File: src/cbm_pkg.sv
package cbm_pkg;

  // fixed geometry
  localparam int BANK_COUNT   = 64;
  localparam int BANK_BYTES   = 8192;
  localparam int RAM_BYTES    = 256;
  localparam int BANK_W       = 6;
  localparam int BANK_ENTRIES = 2 ** BANK_W;
  localparam int OFFSET_W     = $clog2(BANK_BYTES);
  localparam int RAM_AW       = $clog2(RAM_BYTES);
  localparam int ROM_ADDR_W   = 19;
  localparam int MODE_W       = 4;

  // register masks and reset values
  localparam logic [7:0] BANK_MASK  = 8'h3f;
  localparam logic [7:0] MODE_MASK  = 8'h87;
  localparam logic [7:0] RAM_FILL   = 8'hff;
  localparam int         MODE_SEL_BIT = 1;

  // bus access codes
  typedef enum logic [2:0] {
    CMD_ROML_RD = 3'd0,
    CMD_ROMH_RD = 3'd1,
    CMD_IO1_RD  = 3'd2,
    CMD_IO1_WR  = 3'd3,
    CMD_IO2_RD  = 3'd4,
    CMD_IO2_WR  = 3'd5
  } cmd_e;

  // flash chip select codes
  typedef enum logic [1:0] {
    CHIP_NONE = 2'd0,
    CHIP_LO   = 2'd1,
    CHIP_HI   = 2'd2
  } chip_e;

  typedef struct packed {
    logic [2:0]          cmd;
    logic [OFFSET_W-1:0] offset;
    logic [7:0]          write_data;
    logic [7:0]          sys_ram_data;
    logic [7:0]          basic_rom_data;
    logic [7:0]          open_bus_data;
    logic                lo_ram_line;
    logic                hi_ram_line;
  } req_t;

  typedef struct packed {
    logic [7:0]            data_out;
    logic [1:0]            rom_chip;
    logic [ROM_ADDR_W-1:0] rom_addr;
    logic                  exrom_n;
    logic                  game_n;
    logic                  led_on;
  } rsp_t;

  // mapper register state seen by the decode logic
  typedef struct packed {
    logic [BANK_W-1:0] bank;
    logic [MODE_W-1:0] mode;
    logic              exrom_n;
    logic              game_n;
  } ctrl_t;

  typedef logic [BANK_W-1:0] bank_tbl_t [BANK_ENTRIES];

  // bank register folded onto the populated bank count
  function automatic bank_tbl_t build_bank_tbl();
    bank_tbl_t t;
    for (int i = 0; i < BANK_ENTRIES; i++) begin
      t[i] = BANK_W'(i % BANK_COUNT);
    end
    return t;
  endfunction

  localparam bank_tbl_t BANK_TBL = build_bank_tbl();

endpackage

File: src/cbm_req_if.sv
interface cbm_req_if;
  logic               valid;
  logic               ready;
  cbm_pkg::req_t      data;

  modport source (output valid, output data, input ready);
  modport sink (input valid, input data, output ready);
endinterface

File: src/cbm_rsp_if.sv
interface cbm_rsp_if;
  logic               valid;
  logic               ready;
  cbm_pkg::rsp_t      data;

  modport source (output valid, output data, input ready);
  modport sink (input valid, input data, output ready);
endinterface

File: src/cartridge_bank_mode_mapper_top.sv
// Banked ROM cartridge mapper. Each accepted beat is one bus access (ROML/ROMH
// read, IO1 read/write, IO2 read/write) and yields exactly one result beat:
// a flash chip select with a 19-bit flat address, or a pass-through byte, plus
// the /EXROM, /GAME and LED levels after the access. A new beat is taken every
// cycle unless the consumer stalls with both stages full; a result beat passes
// through the input stage with the cartridge RAM read port and then the output
// register. A stalled consumer holds the output register and then the input
// stage, so input stalls only while both are full. Register and RAM writes take
// effect at the accept edge, in beat order. The boot jumper is sampled at mode
// writes only; change it while the block is idle. The 256-byte cartridge RAM
// needs no clearing pass: unwritten bytes read as 0xff from reset on.
module cartridge_bank_mode_mapper_top (
  input  logic       clk_i,
  input  logic       rst_ni,
  input  logic       cfg_we_i,
  input  logic       cfg_wdata_i,
  cbm_req_if.sink    req_i,
  cbm_rsp_if.source  rsp_o
);
  import cbm_pkg::*;

  logic   acc;
  logic   out_free;
  logic   s1_adv;
  logic   s1_vld_q;
  req_t   s1_q;
  logic   out_vld_q;
  rsp_t   out_q;
  rsp_t   rsp_d;
  ctrl_t  ctrl;
  logic [7:0] ram_rd;

  // handshake: a beat enters when the input stage is empty or moving on
  assign out_free    = !out_vld_q || rsp_o.ready;
  assign s1_adv      = s1_vld_q && out_free;
  assign req_i.ready = !s1_vld_q || out_free;
  assign acc         = req_i.valid && req_i.ready;

  // mapper registers
  cbm_ctrl_regs u_regs (
    .clk_i       (clk_i),
    .rst_ni      (rst_ni),
    .cfg_we_i    (cfg_we_i),
    .cfg_wdata_i (cfg_wdata_i),
    .acc_i       (acc),
    .req_i       (req_i.data),
    .ctrl_o      (ctrl)
  );

  // cartridge ram on the io2 window
  cbm_cart_ram u_ram (
    .clk_i   (clk_i),
    .rst_ni  (rst_ni),
    .acc_i   (acc),
    .cmd_i   (req_i.data.cmd),
    .addr_i  (req_i.data.offset[RAM_AW-1:0]),
    .wdata_i (req_i.data.write_data),
    .rdata_o (ram_rd)
  );

  // input stage
  always_ff @(posedge clk_i or negedge rst_ni) begin
    if (!rst_ni) begin
      s1_vld_q <= 1'b0;
    end else if (acc) begin
      s1_vld_q <= 1'b1;
    end else if (s1_adv) begin
      s1_vld_q <= 1'b0;
    end
  end

  always_ff @(posedge clk_i) begin
    if (acc) begin
      s1_q <= req_i.data;
    end
  end

  cbm_decode u_dec (
    .req_i    (s1_q),
    .ctrl_i   (ctrl),
    .ram_rd_i (ram_rd),
    .rsp_o    (rsp_d)
  );

  // output register
  always_ff @(posedge clk_i or negedge rst_ni) begin
    if (!rst_ni) begin
      out_vld_q <= 1'b0;
    end else if (s1_adv) begin
      out_vld_q <= 1'b1;
    end else if (rsp_o.ready) begin
      out_vld_q <= 1'b0;
    end
  end

  always_ff @(posedge clk_i) begin
    if (s1_adv) begin
      out_q <= rsp_d;
    end
  end

  assign rsp_o.valid = out_vld_q;
  assign rsp_o.data  = out_q;

  // a selected chip never carries a data byte
  assert property (@(posedge clk_i) disable iff (!rst_ni)
    out_vld_q && (out_q.rom_chip != CHIP_NONE) |-> out_q.data_out == '0)
    else $error("data byte driven with a chip selected");

  // no address without a chip select
  assert property (@(posedge clk_i) disable iff (!rst_ni)
    out_vld_q && (out_q.rom_chip == CHIP_NONE) |-> out_q.rom_addr == '0)
    else $error("flash address without chip select");

  // a held input stage is never overwritten
  assert property (@(posedge clk_i) disable iff (!rst_ni)
    s1_vld_q && !out_free |-> !acc)
    else $error("beat accepted over a stalled input stage");

endmodule

File: src/cbm_ctrl_regs.sv
module cbm_ctrl_regs (
  input  logic          clk_i,
  input  logic          rst_ni,
  input  logic          cfg_we_i,
  input  logic          cfg_wdata_i,
  input  logic          acc_i,
  input  cbm_pkg::req_t req_i,
  output cbm_pkg::ctrl_t ctrl_o
);
  import cbm_pkg::*;

  logic              jumper_q;
  logic [BANK_W-1:0] bank_q, bank_d;
  logic [MODE_W-1:0] mode_q, mode_d;
  logic              exrom_q, exrom_d;
  logic              game_q, game_d;
  logic [7:0]        mode_bits;
  logic              io1_wr;

  // boot jumper
  always_ff @(posedge clk_i or negedge rst_ni) begin
    if (!rst_ni) begin
      jumper_q <= 1'b1;
    end else if (cfg_we_i) begin
      jumper_q <= cfg_wdata_i;
    end
  end

  // io1 writes land on the bank or the mode register
  assign io1_wr    = acc_i && (req_i.cmd == CMD_IO1_WR);
  assign mode_bits = req_i.write_data & MODE_MASK;

  always_comb begin
    bank_d  = bank_q;
    mode_d  = mode_q;
    exrom_d = exrom_q;
    game_d  = game_q;
    if (io1_wr) begin
      if (!req_i.offset[MODE_SEL_BIT]) begin
        bank_d = BANK_W'(req_i.write_data & BANK_MASK);
      end else begin
        mode_d  = {mode_bits[7], mode_bits[2:0]};
        exrom_d = !mode_bits[1];
        game_d  = mode_bits[2] ? !mode_bits[0] : !jumper_q;
      end
    end
  end

  always_ff @(posedge clk_i or negedge rst_ni) begin
    if (!rst_ni) begin
      bank_q  <= '0;
      mode_q  <= '0;
      exrom_q <= 1'b1;
      game_q  <= 1'b0;
    end else begin
      bank_q  <= bank_d;
      mode_q  <= mode_d;
      exrom_q <= exrom_d;
      game_q  <= game_d;
    end
  end

  assign ctrl_o = '{bank: bank_q, mode: mode_q, exrom_n: exrom_q, game_n: game_q};

  // /EXROM follows the X bit of a mode write
  assert property (@(posedge clk_i) disable iff (!rst_ni)
    io1_wr && req_i.offset[MODE_SEL_BIT] |=> exrom_q == !$past(req_i.write_data[1]))
    else $error("exrom line does not follow mode write");

endmodule

File: src/cbm_cart_ram.sv
module cbm_cart_ram (
  input  logic                      clk_i,
  input  logic                      rst_ni,
  input  logic                      acc_i,
  input  logic [2:0]                cmd_i,
  input  logic [cbm_pkg::RAM_AW-1:0] addr_i,
  input  logic [7:0]                wdata_i,
  output logic [7:0]                rdata_o
);
  import cbm_pkg::*;

  logic [7:0]           mem [RAM_BYTES];
  logic [RAM_BYTES-1:0] vld_q;
  logic [7:0]           rd_q;
  logic                 rd_vld_q;
  logic                 wr_en;

  assign wr_en = acc_i && (cmd_i == CMD_IO2_WR);

  // storage and registered read port
  always_ff @(posedge clk_i) begin
    if (wr_en) begin
      mem[addr_i] <= wdata_i;
    end
    if (acc_i) begin
      rd_q <= mem[addr_i];
    end
  end

  // written-entry flags; unwritten bytes read as the preset fill
  always_ff @(posedge clk_i or negedge rst_ni) begin
    if (!rst_ni) begin
      vld_q    <= '0;
      rd_vld_q <= 1'b0;
    end else begin
      if (wr_en) begin
        vld_q[addr_i] <= 1'b1;
      end
      if (acc_i) begin
        rd_vld_q <= vld_q[addr_i];
      end
    end
  end

  assign rdata_o = rd_vld_q ? rd_q : RAM_FILL;

  // a written byte is marked valid
  assert property (@(posedge clk_i) disable iff (!rst_ni)
    wr_en |=> vld_q[$past(addr_i)])
    else $error("cart ram write not marked valid");

endmodule

File: src/cbm_decode.sv
module cbm_decode (
  input  cbm_pkg::req_t  req_i,
  input  cbm_pkg::ctrl_t ctrl_i,
  input  logic [7:0]     ram_rd_i,
  output cbm_pkg::rsp_t  rsp_o
);
  import cbm_pkg::*;

  chip_e      chip;
  logic [7:0] data;
  logic       ex_act;
  logic       gm_act;

  assign ex_act = !ctrl_i.exrom_n;
  assign gm_act = !ctrl_i.game_n;

  // memory map by access type and line state
  always_comb begin
    chip = CHIP_NONE;
    data = '0;
    unique case (cmd_e'(req_i.cmd))
      CMD_ROML_RD: begin
        if (ex_act) begin
          if (req_i.lo_ram_line) chip = CHIP_LO;
          else data = req_i.sys_ram_data;
        end else if (gm_act) begin
          chip = CHIP_LO;
        end else begin
          data = req_i.sys_ram_data;
        end
      end
      CMD_ROMH_RD: begin
        if (gm_act && ex_act) begin
          if (req_i.hi_ram_line) chip = CHIP_HI;
          else data = req_i.sys_ram_data;
        end else if (gm_act) begin
          chip = CHIP_HI;
        end else begin
          data = req_i.lo_ram_line ? req_i.basic_rom_data : req_i.sys_ram_data;
        end
      end
      CMD_IO1_RD: begin
        data = req_i.open_bus_data;
      end
      CMD_IO2_RD: begin
        data = ram_rd_i;
      end
      default: begin
        chip = CHIP_NONE;
      end
    endcase
  end

  // flat flash address only when a chip is selected
  always_comb begin
    rsp_o.data_out = data;
    rsp_o.rom_chip = chip;
    rsp_o.rom_addr = (chip != CHIP_NONE) ? {BANK_TBL[ctrl_i.bank], req_i.offset} : '0;
    rsp_o.exrom_n  = ctrl_i.exrom_n;
    rsp_o.game_n   = ctrl_i.game_n;
    rsp_o.led_on   = ctrl_i.mode[MODE_W-1];
  end

endmodule

File: src/flat_wrapper.sv
// flat-port wrapper written by rule: the top's interface ports become plain ports
module cartridge_bank_mode_mapper_top_flat import cbm_pkg::*;
  (clk_i, rst_ni, cfg_we_i, cfg_wdata_i, req_i_valid, req_i_data, req_i_ready, rsp_o_valid, rsp_o_data, rsp_o_ready);
  cbm_req_if req_i_i ();
  cbm_rsp_if rsp_o_i ();
  input  logic clk_i;
  input  logic rst_ni;
  input  logic cfg_we_i;
  input  logic cfg_wdata_i;
  input wire logic [$bits(req_i_i.valid)-1:0] req_i_valid;
  input wire logic [$bits(req_i_i.data)-1:0] req_i_data;
  output wire logic [$bits(req_i_i.ready)-1:0] req_i_ready;
  output wire logic [$bits(rsp_o_i.valid)-1:0] rsp_o_valid;
  output wire logic [$bits(rsp_o_i.data)-1:0] rsp_o_data;
  input wire logic [$bits(rsp_o_i.ready)-1:0] rsp_o_ready;
  assign req_i_i.valid = req_i_valid;
  assign req_i_i.data = req_i_data;
  assign req_i_ready = req_i_i.ready;
  assign rsp_o_valid = rsp_o_i.valid;
  assign rsp_o_data = rsp_o_i.data;
  assign rsp_o_i.ready = rsp_o_ready;
  cartridge_bank_mode_mapper_top u_core (.clk_i(clk_i), .rst_ni(rst_ni), .cfg_we_i(cfg_we_i), .cfg_wdata_i(cfg_wdata_i), .req_i(req_i_i), .rsp_o(rsp_o_i));
endmodule
File: config.mk
export PLATFORM = sky130hd
export DESIGN_NAME = cartridge_bank_mode_mapper_top_flat
export DESIGN_NICKNAME = d
export VERILOG_FILES = /design/src/cbm_pkg.sv /design/src/cbm_req_if.sv /design/src/cbm_rsp_if.sv /design/src/cartridge_bank_mode_mapper_top.sv /design/src/cbm_ctrl_regs.sv /design/src/cbm_cart_ram.sv /design/src/cbm_decode.sv /design/src/flat_wrapper.sv
export SDC_FILE = /design/constraint.sdc
export NUM_CORES = 2
export LEC_CHECK = 0
export ABC_AREA = 1
export BUFFER_PORTS_ARGS = -buffer_cell sky130_fd_sc_hd__buf_4
export CAP_MARGIN = 20
export CORE_MARGIN = 2
export CORE_UTILIZATION = 59
export CTS_CLUSTER_SIZE = 24
export DETAILED_ROUTE_END_ITERATION = 10
export HOLD_SLACK_MARGIN = 0.15
export MAX_ROUTING_LAYER = met4
export PLACE_DENSITY = 0.75
export SLEW_MARGIN = 25
export SYNTH_ARGS = -nofsm -noshare
export SYNTH_HDL_FRONTEND = slang
export SYNTH_SLANG_ARGS = --single-unit
File: constraint.sdc
create_clock -name clk_i -period 3.69 [get_ports clk_i]
set_input_delay 0.369 -clock clk_i [delete_from_list [all_inputs] [get_ports clk_i]]
set_output_delay 0.369 -clock clk_i [all_outputs]
set_load 0.02 [all_outputs]
==> Word level (Yosys, flattened, before mapping) <==
Memory sizes are Yosys's and may differ from the RTL's. A register that Yosys moved wholly into a read port is not among the register bits.
Cells that the tools add are included.
W data, S select, Z words.
{ "op_classes": {"magnitude_cmp": 3, "eq_ne": 5, "muxes": 29, "n_bitwise": 3, "n_reduce_logical": 22} }
{ "ops": {"columns": ["operator", "n"], "rows": [
  ["$or A256 B256 Y256", 1],
  ["$mux W8", 8],
  ["$pmux W8 S4", 1],
  ["$mux W6", 2],
  ["$mux W1", 11],
  ["$lt A8 B9 Y1 const B", 1],
  ["$bmux W1 S8", 1],
  ["$demux W1 S8", 1],
  ["$ge A8 B1 Y1 const B", 1],
  ["$logic_not A1 Y1", 8],
  ["$mux W2", 4],
  ["$ge A7 B7 Y1 const B", 1],
  ["$not A6 Y7", 1],
  ["$eq A3 B2 Y1 const B", 2],
  ["$eq A3 B3 Y1 const B", 2],
  ["$logic_and A1 B1 Y1", 6],
  ["$reduce_bool A2 Y1", 3],
  ["$pmux W2 S2", 1],
  ["$reduce_and A2 Y1", 2],
  ["$eq A3 B1 Y1 const B", 1],
  ["$logic_not A3 Y1", 1],
  ["$logic_or A1 B1 Y1", 2],
  ["$not A1 Y1", 1]
]} }
{ "totals": {"register_bits": 346, "ramBits": 2048, "mem_bits_ro": 384, "inputBits": 56, "output_inout_bits": 34, "elab_cells": 86, "memories": 2} }
{ "mem_list": {"columns": ["name", "depth", "word_bits", "read_ports", "rd_clocked_by_memory_dff", "wr", "line", "source"], "rows": [
  ["u_core.u_ram.mem", 256, 8, 1, 1, 1, "cbm_cart_ram.sv:12", "logic [7:0] mem [RAM_BYTES];"],
  ["(name not given)", 64, 6, 1, 1, 0, "cbm_decode.sv:58", "rsp_o.rom_addr = (chip != CHIP_NONE) ? {BANK_TBL[ctrl_i.bank], req_i.offset} : '0;"]
]} }

==> Logic depth before layout (Yosys ltp) <==
{ "logic_depth": {"ltp_word": 7, "depth_mapped": 17, "depth_no_buf": 15} }

==> By module <==
Synthesis repeated with hierarchy kept, for this count alone.
{ "hier_totals": {"hier_cells": 6859, "hier_area_um2": 93103.0} }
{ "by_module_without_submodules": {"columns": ["mod", "instances", "cells_per_inst", "area_per_inst_um2", "seq_area_each_um2"], "rows": [
  ["cbm_cart_ram", 1, 6502, 88896.5, 68170.4],
  ["cartridge_bank_mode_mapper_top", 1, 94, 2557.5, 2512.4],
  ["cbm_decode", 1, 191, 1006.0, 0.0],
  ["cbm_ctrl_regs", 1, 72, 643.1, 327.8]
]} }

==> Worst setup path after synthesis <==
No wires, ideal clock.
{ "synth_timing": {"path_type": "reg-to-reg", "startpoint": "register u_core.out_vld_q (netlist: u_core.rsp_o.valid)", "endpoint": "register u_core.u_regs.bank_q[0]", "setup_time_ns": 0.124, "arrival_ns": 2.678, "required_time_ns": 3.566, "setup_slack_ns": 0.888, "stages_incl_launch_ff": 9, "path_buffers": 1, "period_less_slack_ns": 2.802, "cell_sequence": "dfrtp_1 > nand3_2 > nand2_1 > inv_1 > nand4_1 > or2_2 > buf_2 > nor2_1 > a21oi_1"} }
{ "synth_between": {"elab_chain_cells": 6} }
{ "synth_rtl": {"columns": ["item", "line", "source"], "rows": [
  ["start: declaration", "cartridge_bank_mode_mapper_top.sv:27", "logic out_vld_q;"],
  ["start signal: assignment", "cartridge_bank_mode_mapper_top.sv:88", "out_vld_q <= 1'b0;"],
  ["start signal: assignment", "cartridge_bank_mode_mapper_top.sv:90", "out_vld_q <= 1'b1;"],
  ["start signal: assignment", "cartridge_bank_mode_mapper_top.sv:92", "out_vld_q <= 1'b0;"],
  ["$logic_not A1 Y1", "cartridge_bank_mode_mapper_top.sv:34", "assign out_free = !out_vld_q || rsp_o.ready;"],
  ["$logic_or A1 B1 Y1", "cartridge_bank_mode_mapper_top.sv:34", null],
  ["$logic_or A1 B1 Y1", "cartridge_bank_mode_mapper_top.sv:36", "assign req_i.ready = !s1_vld_q || out_free;"],
  ["net req_i_ready", "flat_wrapper.sv:12", "output wire logic [$bits(req_i_i.ready)-1:0] req_i_ready;"],
  ["$logic_and A1 B1 Y1", "cartridge_bank_mode_mapper_top.sv:37", "assign acc = req_i.valid && req_i.ready;"],
  ["net u_core.acc", "cartridge_bank_mode_mapper_top.sv:22", "logic acc;"],
  ["$logic_and A1 B1 Y1", "cbm_ctrl_regs.sv:30", "assign io1_wr = acc_i && (req_i.cmd == CMD_IO1_WR);"],
  ["$reduce_and A2 Y1 (no line)", null, null],
  ["end signal: assignment", "cbm_ctrl_regs.sv:56", "bank_q <= bank_d;"],
  ["end: declaration", "cbm_ctrl_regs.sv:13", "logic [BANK_W-1:0] bank_q, bank_d;"]
]} }
The timed path passes the listed nets, and every way through them passes these cells.
A chain may end at the register's enable or synchronous reset.

==> impl.org <==
** Outcome
- Run status :: complete, no violations

** Timing
- For the pin with the worst max-slew slack, the measured transition is 1.05 ns.
- Setup repair after global routing left no endpoint under its margin.
- Fin. Hold Viols :: 0
- Final Cycle Share :: 85.1%
- Minimum clock period :: 3.14 ns
- Maximum clock rate :: 318 MHz
- Final setup skew :: 0.0517 ns
- Total Negative Setup Slacks :: 0 ns
- Number of pins exceeding their max-slew limit in the final report :: 0
- Setup violations remaining at the end of the flow were counted as 0.
- Max-slew headroom :: 29.9%

** Pwr
- Combinational share of power :: 5.9%
- VDD sags by at most 0.000530 V.
- Net switching is 22.3% of the power.
- Total power :: 56,000 uW
- Summed over all cells, the static leakage comes to 0.0395 uW.
- Summed over all nets, the switching power comes to 12,500 uW.
- In this run, flip-flops and latches consume 53.3% of the power.
- The internal portion of the total power is 43,600 uW.
- In this run the power density over the cells is 529 nW/um^2.
- Part of the power in the clock network :: 40.9%

** GRT
- Pin count of the biggest net entering global routing :: 119
- Global routing used 33.1% of the available tracks across all layers.
- Number of antenna violations at the first check in global routing :: 10
- The first global-routing pass estimated 377 mm of wire.
- Global routing finished with a remaining overflow of 0.
- The number of global-route vias before repair is 58,600.

** Detailed routing
- In the routed design, unresolved DRC markers number 0.
- Detailed-routing iteration count for the pre-antenna-repair pass :: 6
- Wire length per cell after detailed routing :: 27.4 um
- Via density per instance :: 6.41
- Wires add up to 258 mm.
- The routed layout has 60,400 vias.
- DRC marker count from the first detailed-route iteration :: 9,808
- Post-route ant nets :: 0

** Cells and area
- Summing all non-filler instances in the final layout gives an area of 106,000 sq um.
- Number of fillers in the final layout :: 10,100
- At the end of the flow, the number of nets in the layout was 7,202.
- Number of standard cells in the final layout excluding fillers :: 9,410
- Of the cells placed in the final design, the portion with a size suffix greater than 1 is 14.0%.
- The top cell types in the final layout, fill and taps aside, are sky130_fd_sc_hd__edfxtp_1 (2,130), sky130_fd_sc_hd__nand2_1 (1,740), sky130_fd_sc_hd__a22oi_1 (1,008), sky130_fd_sc_hd__buf_4 (446), sky130_fd_sc_hd__nor2_1 (417).
- Relative to the synthesized area, the layout overhead comes to 14.5%.
- Leaving out fill and tap cells, the most frequent cell in the layout is sky130_fd_sc_hd__edfxtp_1.

** Synthesis
- The largest total area in the synthesized netlist belongs to sky130_fd_sc_hd__edfxtp_1.
- The share of the Yosys chip area taken by registers is 76.4%.
- Synth top area share :: 69.1%
- Summing every instance area after synthesis gives 92,500 sq um.
- Counting every instance in the synthesized netlist gives 6,736.
- A synthesized cell averages 13.7 sq um.
- Counting every net in the synthesized netlist gives 6,792.
- During synthesis, Yosys emitted a total of 0 warnings.
- By area the synthesized netlist is led by sky130_fd_sc_hd__edfxtp_1 (69%), sky130_fd_sc_hd__a22oi_1 (8.2%), sky130_fd_sc_hd__dfrtp_1 (7.2%).
- Number of distinct library cell variants in the gate-level netlist after synthesis :: 37
- After synthesis the netlist holds a flip-flop and latch count of 2,399.

** Clocking
- Counting the buffers created by CTS gives 223.
- The number of hold buffers added after CTS was 52.
- Buffer depth of the longest clock path :: 3
- # Post-CTS Setup Buffers :: 0
- The clock drives 2,399 sinks.
- Clk Latency, worst-skew pair :: 0.86 ns
- PostCTS Resize Cnt :: 0
- CTS H-tree lvls :: 4
- Clock slew at reported path FFs :: 0.06 ns
- TritonCTS built the clock tree.
- CTS placed an instance of sky130_fd_sc_hd__clkbuf_16 at the clock tree root.

** Setup path
- By startpoint and endpoint, the worst setup path is classified as input port to flop.
- Data on the critical path arrives at its endpoint at 3.74 ns.
- The critical path goes through dlygate4sd3_1, buf_4, nor2_8, buf_4, buf_12, buf_4, a22oi_1, nand2_1, nand2_1, nand4_1, a21oi_1, nand2_1, nor2_1, nand3_1.
- Top Family by Delay on Critical Path :: buffers and inverters
- Max stage delay on crit path :: 0.60 ns
- Counting both buffers and inverters, the worst setup path holds a total of 5.
- Counting buffers and inverters, the worst setup path is 14 cells deep.
- The worst register-to-register path has a depth of 7.
- CP required :: 4.29 ns
- STA classifies the critical path endpoint as a flop.
- STA classifies the critical path startpoint as an input port.
- Master of the slowest instance on the critical path :: sky130_fd_sc_hd__dlygate4sd3_1
- Of all nets on the critical path, the largest fanout is 34.

** Place
- Number of buffer cells added on primary ports :: 89
- Once detailed placement completed, the half-perimeter wirelength came to 154 mm.
- Number of placed instances with taps included :: 8,926
- Final estimated routing congestion in global placement :: 0.937
- Dpl cell area :: 98,000 sq um

** Worst hold path
- Worst Hold Depth :: 1
- In this run the worst hold path is classified as input port to flop.

** Die
- 90 I/O pins were placed.
- Die outline width :: 400 um
- Area of the core :: 156,000 sq um
- Measured along the y axis, the die boundary spans 400 um.
- Starting Density :: 59.3%
- Num rows :: 145
- The die covers 160,000 sq um.

** Run
- Max-cap violations :: 0
## power groups by stage
stage               Combinational, uW  Sequential, uW  Clock, uW
global route                     3480           29800      24000
global placement                 3060           30400          0
CTS                              3210           29800      22900
floorplan                        1480           30400          0
detailed placement               3130           30400          0
finish                           3290           29800      22900
## synthesized netlist by cell type
cell and number:
sky130_fd_sc_hd__o2111ai_1 8, sky130_fd_sc_hd__dfstp_2 2, sky130_fd_sc_hd__a21boi_0 4, sky130_fd_sc_hd__o21ai_1 47, sky130_fd_sc_hd__nand3_2 1, sky130_fd_sc_hd__nor3_2 1
sky130_fd_sc_hd__a21boi_1 2, sky130_fd_sc_hd__nand2_4 1, sky130_fd_sc_hd__edfxtp_1 2130, sky130_fd_sc_hd__clkbuf_1 91, sky130_fd_sc_hd__nor3_1 6, sky130_fd_sc_hd__nor4_1 1
sky130_fd_sc_hd__nor4b_4 1, sky130_fd_sc_hd__nor2_1 421, sky130_fd_sc_hd__nand2_1 1754, sky130_fd_sc_hd__nand3_1 28, sky130_fd_sc_hd__a21oi_1 36, sky130_fd_sc_hd__a21o_1 2
sky130_fd_sc_hd__inv_2 5, sky130_fd_sc_hd__nor2_8 2, sky130_fd_sc_hd__buf_4 32, sky130_fd_sc_hd__buf_1 20, sky130_fd_sc_hd__nand4_1 70, sky130_fd_sc_hd__buf_6 21
sky130_fd_sc_hd__o21a_1 4, sky130_fd_sc_hd__inv_4 2, sky130_fd_sc_hd__o21ai_0 205, sky130_fd_sc_hd__or2_1 36, sky130_fd_sc_hd__or2_2 133, sky130_fd_sc_hd__o31ai_1 1
sky130_fd_sc_hd__buf_2 228, sky130_fd_sc_hd__o211ai_1 1, sky130_fd_sc_hd__dfrtp_1 267, sky130_fd_sc_hd__a22oi_1 1008, sky130_fd_sc_hd__inv_1 156, sky130_fd_sc_hd__nand2_2 6
sky130_fd_sc_hd__nor2_2 3
## path summary, 6_finish.rpt
path / end / slack, ns / startpoint
setup reg to reg: u_core.u_ram.mem[44][7] / 0.74 / u_core.rsp_o.valid
hold / removal: u_core.u_ram.mem[20][3] / 0.20 / req_i_data[29]
setup / recovery: u_core.u_ram.rd_q[5] / 0.55 / req_i_data[35]
hold reg to reg: u_core.u_ram.vld_q[88] / 0.45 / u_core.u_ram.vld_q[88]
min in group asynchronous: u_core.u_ram.vld_q[241] / 0.69 / rst_ni
max in group asynchronous: u_core.u_regs.game_q / 2.24 / rst_ni
## stage by stage
stage	hold slack (ns)	utilization [%]	setup WS [ns]
floorplan	0.0734	-	0.888
global placement	0.303	62.8	0.480
detailed placement	0.308	62.8	0.483
CTS	0.187	67.9	0.770
global route	0.214	67.9	0.490
finish	0.204	67.9	0.550
## flip-flops by register name (all words and copies together), names as in the netlist
signal,flops
u_core.u_regs.bank_q,6
u_core.u_regs.game_q,1
u_core.u_ram.rd_vld_q,1
u_core.u_regs.mode_q,1
u_core.u_regs.jumper_q,1
u_core.u_ram.vld_q,256
u_core.s1_vld_q,1
u_core.rsp_o.valid,1
u_core.u_regs.exrom_q,1
u_core.s1_q,42
u_core.u_ram.mem,2048
u_core.u_ram.rd_q,8
u_core.rsp_o.data,32
## cell type report
cell class / instances / area (sq um) / area share, %
Clock inverter: 101 / 1030 / 0.970
Sequential cell: 2399 / 70700 / 66.7
Inverter: 163 / 636 / 0.600
Antenna cell: 9 / 22.5 / 0.0213
Timing Repair Buffer: 577 / 5410 / 5.11
Clock buffer: 321 / 6300 / 5.95
Tap cell: 2058 / 2570 / 2.43
Multi-Input combinational cell: 3782 / 19200 / 18.2
## cell families after synthesis
family          share of synthesized area [%]
buf+inv                                  2.87
simple gates                             10.8
flops                                    76.4
compound gates                           9.93
## routing by layer
layer / GRT usage (%) / up-vias / part of all wire (%)
met1: 44.0 / 29800 / 37
met5: - / - / 0
li1: - / 25500 / -
met3: 7.74 / 657 / 13
met4: 13.4 / 0 / 4.3
met2: 49.7 / 4393 / 47
Note: power is estimated with default switching activity, not from simulation.
